--- src/sv/spq_pkg.sv ---
`timescale 1ns / 1ps
// ----------------------------------------------------------------------------
// spq_pkg
// Shared types and codes for the stable priority queue.
// ----------------------------------------------------------------------------
package spq_pkg;

    // request command codes
    typedef enum logic {
        CMD_ENQUEUE = 1'b0,
        CMD_DEQUEUE = 1'b1
    } command_t;

    // result status codes
    typedef enum logic [1:0] {
        STATUS_OK    = 2'd0,
        STATUS_EMPTY = 2'd1,
        STATUS_FULL  = 2'd2
    } status_t;

    localparam int PRIO_BITS = 8;
    localparam int PORT_PAYLOAD_BITS = 16;
    localparam int OCC_BITS = 5;

    // broadcast to every cell of the row
    typedef struct packed {
        logic enq;   // insert the new entry, shifting lower entries back
        logic deq;   // remove the front entry, shifting all entries forward
    } cell_ctrl_t;

endpackage

--- src/sv/spq_cell.sv ---
`timescale 1ns / 1ps
// ----------------------------------------------------------------------------
// spq_cell
// One slot of the sorted row: holds a priority and a payload, decides
// locally whether to hold, take the new entry, or take a neighbor.
// ----------------------------------------------------------------------------
module spq_cell #(
    parameter int PAYLOAD_W = 16
) (
    input  logic                             aclk,
    input  spq_pkg::cell_ctrl_t              ctrl,
    input  logic                             occupied,
    input  logic                             left_stay,
    input  logic [spq_pkg::PRIO_BITS-1:0]    new_prio,
    input  logic [PAYLOAD_W-1:0]             new_payload,
    input  logic [spq_pkg::PRIO_BITS-1:0]    left_prio,
    input  logic [PAYLOAD_W-1:0]             left_payload,
    input  logic [spq_pkg::PRIO_BITS-1:0]    right_prio,
    input  logic [PAYLOAD_W-1:0]             right_payload,
    output logic                             stay,
    output logic [spq_pkg::PRIO_BITS-1:0]    prio,
    output logic [PAYLOAD_W-1:0]             payload
);

    logic [spq_pkg::PRIO_BITS-1:0] prio_reg, prio_next;
    logic [PAYLOAD_W-1:0]          payload_reg, payload_next;

    // held entry of equal or higher priority stays ahead of the new one
    assign stay = occupied && (prio_reg >= new_prio);

    always_comb begin
        prio_next    = prio_reg;
        payload_next = payload_reg;
        if (ctrl.deq) begin
            prio_next    = right_prio;
            payload_next = right_payload;
        end else if (ctrl.enq && !stay) begin
            if (left_stay) begin
                prio_next    = new_prio;
                payload_next = new_payload;
            end else begin
                prio_next    = left_prio;
                payload_next = left_payload;
            end
        end
    end

    always_ff @(posedge aclk) begin
        prio_reg    <= prio_next;
        payload_reg <= payload_next;
    end

    assign prio    = prio_reg;
    assign payload = payload_reg;

endmodule

--- src/sv/stable_priority_queue.sv ---
`timescale 1ns / 1ps
// ----------------------------------------------------------------------------
// stable_priority_queue
// Sorted priority queue built as a row of slot cells; equal priorities
// leave in arrival order.
// ----------------------------------------------------------------------------
//
//  channel | direction | handshake        | payload
//  --------+-----------+------------------+-----------------------------------
//  s_      | in        | s_valid/s_ready  | command, entry_priority, payload
//  m_      | out       | m_valid/m_ready  | status, out_payload, out_priority,
//          |           |                  | occupancy
//
//  Cycles: one request per cycle while s_ready is high; each accepted
//  request registers its result in the output register. The cell row
//  compares combinationally and registers the shift, so that row update sets the rate.
//  Reset: entry count and output valid cleared; slot contents are left as
//  they are and are never read before being written.
//  Stalls: s_ready is high while the output register is empty or being
//  drained, so a result waiting on m_ready blocks only the next request.
//
module stable_priority_queue #(
    parameter int CAPACITY     = 16,
    parameter int PAYLOAD_BITS = 16
) (
    input  logic        aclk,
    input  logic        aresetn,
    // request channel
    input  logic        s_valid,
    output logic        s_ready,
    input  logic        s_command,
    input  logic [7:0]  s_entry_priority,
    input  logic [15:0] s_entry_payload,
    // result channel
    output logic        m_valid,
    input  logic        m_ready,
    output logic [1:0]  m_status,
    output logic [15:0] m_out_payload,
    output logic [7:0]  m_out_priority,
    output logic [4:0]  m_occupancy
);

    localparam int PW = spq_pkg::PORT_PAYLOAD_BITS;
    localparam int PB = spq_pkg::PRIO_BITS;
    localparam int OB = spq_pkg::OCC_BITS;
    // payload port is 16 bits, so nothing above bit 15 is ever stored
    localparam int STORE_BITS = (PAYLOAD_BITS < PW) ? PAYLOAD_BITS : PW;
    localparam int COUNT_W = $clog2(CAPACITY + 1);

    // ------------------------------------------------------------------
    // request decode
    // ------------------------------------------------------------------
    logic                  accept;
    logic                  is_deq;
    logic                  full;
    logic                  empty;
    logic [COUNT_W-1:0]    count_reg, count_next;
    spq_pkg::cell_ctrl_t   ctrl;
    logic [STORE_BITS-1:0] new_payload;

    assign s_ready     = !m_valid || m_ready;
    assign accept      = s_valid && s_ready;
    assign is_deq      = (s_command == spq_pkg::CMD_DEQUEUE);
    assign full        = (count_reg == COUNT_W'(CAPACITY));
    assign empty       = (count_reg == '0);
    assign new_payload = s_entry_payload[STORE_BITS-1:0];

    assign ctrl.enq = accept && !is_deq && !full;
    assign ctrl.deq = accept && is_deq && !empty;

    // ------------------------------------------------------------------
    // cell row: slot 0 is the front
    // ------------------------------------------------------------------
    logic [PB-1:0]         cell_prio    [CAPACITY];
    logic [STORE_BITS-1:0] cell_payload [CAPACITY];
    logic                  cell_stay    [CAPACITY];

    for (genvar i = 0; i < CAPACITY; i++) begin : g_cell
        logic                  occ;
        logic                  lstay;
        logic [PB-1:0]         lprio, rprio;
        logic [STORE_BITS-1:0] lpay, rpay;

        assign occ = (COUNT_W'(i) < count_reg);

        if (i == 0) begin : g_first
            // nothing ahead of the front slot: it always sees a staying left
            assign lstay = 1'b1;
            assign lprio = s_entry_priority;
            assign lpay  = new_payload;
        end else begin : g_mid
            assign lstay = cell_stay[i-1];
            assign lprio = cell_prio[i-1];
            assign lpay  = cell_payload[i-1];
        end

        if (i == CAPACITY - 1) begin : g_last
            // tail slot becomes unoccupied on dequeue, contents don't matter
            assign rprio = s_entry_priority;
            assign rpay  = new_payload;
        end else begin : g_inner
            assign rprio = cell_prio[i+1];
            assign rpay  = cell_payload[i+1];
        end

        spq_cell #(
            .PAYLOAD_W (STORE_BITS)
        ) u_cell (
            .aclk          (aclk),
            .ctrl          (ctrl),
            .occupied      (occ),
            .left_stay     (lstay),
            .new_prio      (s_entry_priority),
            .new_payload   (new_payload),
            .left_prio     (lprio),
            .left_payload  (lpay),
            .right_prio    (rprio),
            .right_payload (rpay),
            .stay          (cell_stay[i]),
            .prio          (cell_prio[i]),
            .payload       (cell_payload[i])
        );
    end

    // ------------------------------------------------------------------
    // count and result
    // ------------------------------------------------------------------
    spq_pkg::status_t     status_next, status_reg;
    logic [PB-1:0]        prio_out_next, prio_out_reg;
    logic [PW-1:0]        pay_out_next, pay_out_reg;
    logic [OB-1:0]        occ_reg;
    logic [COUNT_W+OB-1:0] occ_wide;
    logic [STORE_BITS+PW-1:0] front_wide;
    logic                 m_valid_reg, m_valid_next;

    assign front_wide = {{PW{1'b0}}, cell_payload[0]};

    always_comb begin
        count_next    = count_reg;
        status_next   = spq_pkg::STATUS_OK;
        prio_out_next = '0;
        pay_out_next  = '0;
        if (ctrl.enq) begin
            count_next = count_reg + 1'b1;
        end else if (ctrl.deq) begin
            count_next    = count_reg - 1'b1;
            prio_out_next = cell_prio[0];
            pay_out_next  = front_wide[PW-1:0];
        end
        if (is_deq && empty) begin
            status_next = spq_pkg::STATUS_EMPTY;
        end else if (!is_deq && full) begin
            status_next = spq_pkg::STATUS_FULL;
        end
    end

    assign occ_wide = {{OB{1'b0}}, count_next};

    always_comb begin
        m_valid_next = m_valid_reg;
        if (accept) begin
            m_valid_next = 1'b1;
        end else if (m_ready) begin
            m_valid_next = 1'b0;
        end
    end

    always_ff @(posedge aclk) begin
        if (!aresetn) begin
            count_reg   <= '0;
            m_valid_reg <= 1'b0;
        end else begin
            count_reg   <= count_next;
            m_valid_reg <= m_valid_next;
        end
    end

    always_ff @(posedge aclk) begin
        if (accept) begin
            status_reg   <= status_next;
            prio_out_reg <= prio_out_next;
            pay_out_reg  <= pay_out_next;
            occ_reg      <= occ_wide[OB-1:0];
        end
    end

    assign m_valid        = m_valid_reg;
    assign m_status       = status_reg;
    assign m_out_payload  = pay_out_reg;
    assign m_out_priority = prio_out_reg;
    assign m_occupancy    = occ_reg;

    // ------------------------------------------------------------------
    // assertions
    // ------------------------------------------------------------------
    a_count_bound: assert property (@(posedge aclk) disable iff (!aresetn)
        count_reg <= COUNT_W'(CAPACITY))
        else $error("entry count above capacity");

    a_front_sorted: assert property (@(posedge aclk) disable iff (!aresetn)
        (count_reg >= COUNT_W'(2)) |-> (cell_prio[0] >= cell_prio[1]))
        else $error("front slots out of priority order");

    a_empty_status: assert property (@(posedge aclk) disable iff (!aresetn)
        (accept && is_deq && empty) |=>
            (m_valid && m_status == spq_pkg::STATUS_EMPTY && count_reg == '0))
        else $error("dequeue on empty queue not reported");

    a_enq_count: assert property (@(posedge aclk) disable iff (!aresetn)
        ctrl.enq |=> (count_reg == $past(count_reg) + 1'b1))
        else $error("enqueue did not grow the count");

    a_full_drop: assert property (@(posedge aclk) disable iff (!aresetn)
        (accept && !is_deq && full) |=>
            (m_status == spq_pkg::STATUS_FULL && count_reg == COUNT_W'(CAPACITY)))
        else $error("enqueue on full queue not dropped");

endmodule

--- config.mk ---
export PLATFORM = sky130hd
export DESIGN_NAME = stable_priority_queue
export DESIGN_NICKNAME = d
export VERILOG_FILES = /design/src/sv/spq_pkg.sv /design/src/sv/spq_cell.sv /design/src/sv/stable_priority_queue.sv
export SDC_FILE = /design/constraint.sdc
export NUM_CORES = 1
export LEC_CHECK = 0
export ABC_AREA = 0
export BUFFER_PORTS_ARGS = -buffer_cell sky130_fd_sc_hd__buf_2
export CAP_MARGIN = 40
export CORE_ASPECT_RATIO = 1.1
export CORE_MARGIN = 1
export CORE_UTILIZATION = 58
export DETAILED_ROUTE_END_ITERATION = 7
export GPL_ROUTABILITY_DRIVEN = 0
export PLACE_DENSITY = 0.77
export SYNTH_ARGS = -nofsm -noshare
export SYNTH_HDL_FRONTEND = slang
export SYNTH_HIERARCHICAL = 1
export SYNTH_SLANG_ARGS = --single-unit
--- constraint.sdc ---
create_clock -name aclk -period 12.1 [get_ports aclk]
set_input_delay 2.42 -clock aclk [delete_from_list [all_inputs] [get_ports aclk]]
set_output_delay 2.42 -clock aclk [all_outputs]
set_load 0.05 [all_outputs]
==> run summary <==
The detail route stage leaves a number of antenna-violating nets equal to 0. The areal power density over the cells works out to 178.9 mW/mm^2. The tools report the area taken by multi-input logic gates as 0.01113 mm^2. Number of antenna violations at the first check in global routing: 4. The HPWL after detailed placement is 37120 um. Buffers inserted to repair hold after CTS numbered 0.

Clock-pin slew was measured on the worst setup and hold paths at 60 ps. The worst min-delay path category was reg2reg. For the final routed database, the setup TNS stands at 0 ps. Entering global routing, the biggest net connects 238 pins. The region available for standard cell placement spans 0.04260 mm^2. Counting buffers and inverters, the worst setup path is 4 cells deep.

The via count was 17010. CTS placed an instance of clkbuf_16 at the clock tree root. For the DRC violation count after routing, the log shows 0. The run gives 4.875 mW as the total power. TritonCTS built the clock tree. Gates resized during post-CTS repair numbered 0. The tools report the max capacitance violation total as 0. The number of hold violations in the final report is 0. For the warning count from the yosys run, the log shows 6. The total overflow left after global routing is 0.

Dividing the detail-routed via count by the number of cells gives 5.876. The top fanout value on the critical path was 5; the cell count after synthesis was 2281. The analysis attributes to net switching a power of 1.516 mW. The clock share of power is 0.285. Measured along the x axis, the die boundary spans 200.8 um. The logs give 6437 ps for the post-placement setup slack and 2442 for the number of nets produced by synthesis. The static leakage is 9.424 nW. The worst path arrival time was 3170 ps; the number of search-and-repair iterations in the first detailed-routing pass was 6. The logs give 590 ps for the clock latency of the later-clocked register in the worst-skew pair and 1471 for the violation count after the first detailed-route iteration. Most frequent standard cell in the layout excluding fill and tap cells: edfxtp_1. Relative to the synthesized area, the layout overhead comes to 8.026%.

Clock tree synthesis found a total of 421 sinks. Data on the critical path is required at its endpoint by 9680 ps. Across the VDD grid, the largest voltage drop is 0.1082 mV. The register with the most flip-flops in the layout has 256 of them.

The number of fill cells is 3205, and the layout net count is 2455. In this run the mean area of a mapped cell was 11.06 um^2. The final worst slack was 6507 ps. The first global-routing pass estimated 88060 um of wire.

The effective utilization at floorplan was 0.5921. The run gives 0.470 as the sequential group share of total power. The mapped netlist covers 0.02522 mm^2. On the critical path the largest part of the delay comes from buffers and inverters. The average wire per standard cell came out at 18.92 um.

The worst register-to-register path has a depth of 8. The final layout contains routed wiring with a total length of 54790 um. Die span in y: 220.7 um. The floorplan has 79 rows. The floorplan step defined a die boundary enclosing 0.04433 mm^2. The worst setup path is captured at an output pin. For this run, the top clock speed supported by timing is 178.8 MHz. Cell internal power was estimated by the tool at 3.359 mW. The final clock skew is 29.38 ps. The ratio of final minimum period to clock period came out at 0.4623.

The utilization of the core after routing came out at 0.6396. The startpoint type of the worst setup path was an input pin. The H-tree generated during clock tree synthesis spans 2 levels.

The number of pins with negative max-slew slack in the final report came out at 0. The layout cell share with drive strength beyond 1 is 0.1002, and the clock period minus final worst setup slack is 5593 ps. In the layout the commonest cells are 415 x edfxtp_1, 393 x nand2_1, 388 x mux2i_1. The most frequent cell on the critical path was buf_2.

The count of buffers added on input and output ports is 61. Setup repair after global routing left no endpoint under its margin. The top-level I/O count is 62.

The terminus of the critical flop-to-flop path is g_cell[10].u_cell/payload[8]$_DFFE_PP_. The run gives 0.3090 as the worst slew margin relative to its limit. Traced cell by cell, the critical path runs through buf_2 -> and2b_1 -> inv_1 -> buf_2.

The via count of the first global-routing pass was 16810; the switching part of the total was 0.3109. Total clock buffers created by CTS: 44. The most critical setup path has its endpoint at s_ready. The total track usage is 0.2469, and the final-report setup violation count is 0. The source of the worst register-to-register timing path was count_reg[1]$_SDFF_PN0_. The post-CTS setup buffer count came out at 0. The flow ran to the end, and the final reports show no timing, DRC or antenna violations.

In the final layout, flip-flops and latches occupy 0.01258 mm^2. In this run the worst setup path begins at m_ready. Counting both buffers and inverters, the worst setup path holds a total of 3. Critical path class: in2out. The part of the total power dissipated in combinational logic was 0.245; the actual transition at the worst max-transition pin was 1037 ps.

Largest buffer count on any clock path: 3. The slowest stage of the critical path is the and2b_1 cell. The worst register-to-register path has a setup slack of 7970 ps. Longest individual stage delay on the worst path: 350 ps.
-- tightest hold or removal path, cell delays in order, from the launching register on --
cell	delay, ps
edfxtp_1	340
nand2_1	50
o21ai_1	60
-- layout make-up --
cell class | count | share of cell area
tap | 567 | 0.02604
clock inverter | 21 | 0.01047
antenna | 2 | 0.0001837
inverter | 183 | 0.02521
multi-input combinational | 1541 | 0.4083
clock buffer | 57 | 0.04335
timing repair buffer | 103 | 0.02470
sequential | 421 | 0.4618
-- through the flow --
step                      std cells  cell area [um^2]  hold WS, ps
final                          2895             27250        541.1
after global placement         2813             25720        508.6
after CTS                      2893             27240        540.4
after floorplan                2281             25220        500.0
after detailed placement       2815             25780        525.9
after global routing           2895             27250        569.9
-- worst min-delay path by stage --
stage | startpoint | to | slack, ps | depth (start not counted)
2_1_floorplan | g_cell[15].u_cell/payload[0]$_DFFE_PP_ | g_cell[14].u_cell/payload[0]$_DFFE_PP_ | 500 | 2
3_3_place_gp | g_cell[15].u_cell/payload[3]$_DFFE_PP_ | g_cell[14].u_cell/payload[3]$_DFFE_PP_ | 510 | 2
3_5_place_dp | g_cell[15].u_cell/payload[4]$_DFFE_PP_ | g_cell[14].u_cell/payload[4]$_DFFE_PP_ | 530 | 2
4_1_cts | g_cell[4].u_cell/payload[11]$_DFFE_PP_ | g_cell[3].u_cell/payload[11]$_DFFE_PP_ | 540 | 2
5_1_grt | g_cell[15].u_cell/payload[6]$_DFFE_PP_ | g_cell[14].u_cell/payload[6]$_DFFE_PP_ | 570 | 2
6_report | g_cell[4].u_cell/payload[11]$_DFFE_PP_ | g_cell[3].u_cell/payload[11]$_DFFE_PP_ | 540 | 2
-- power by group through the flow --
| stage | Combinational (mW) | Clock (mW) | Sequential (mW) |
|---|---|---|---|
| after global placement | 1.12 | 0 | 2.30 |
| after global routing | 1.32 | 1.47 | 2.33 |
| after floorplan | 0.876 | 0 | 2.27 |
| after CTS | 1.19 | 1.41 | 2.29 |
| after detailed placement | 1.18 | 0 | 2.31 |
| final | 1.19 | 1.39 | 2.29 |
-- routing by layer --
metal	vias up	wire, um	track usage
met2	532	26740	0.4231
met1	8138	24090	0.3299
met3	79	2913	0.02990
met5	-	0	0
met4	0	1041	0.07557
li1	8261	-	-
(Power assumes the default switching activity.)
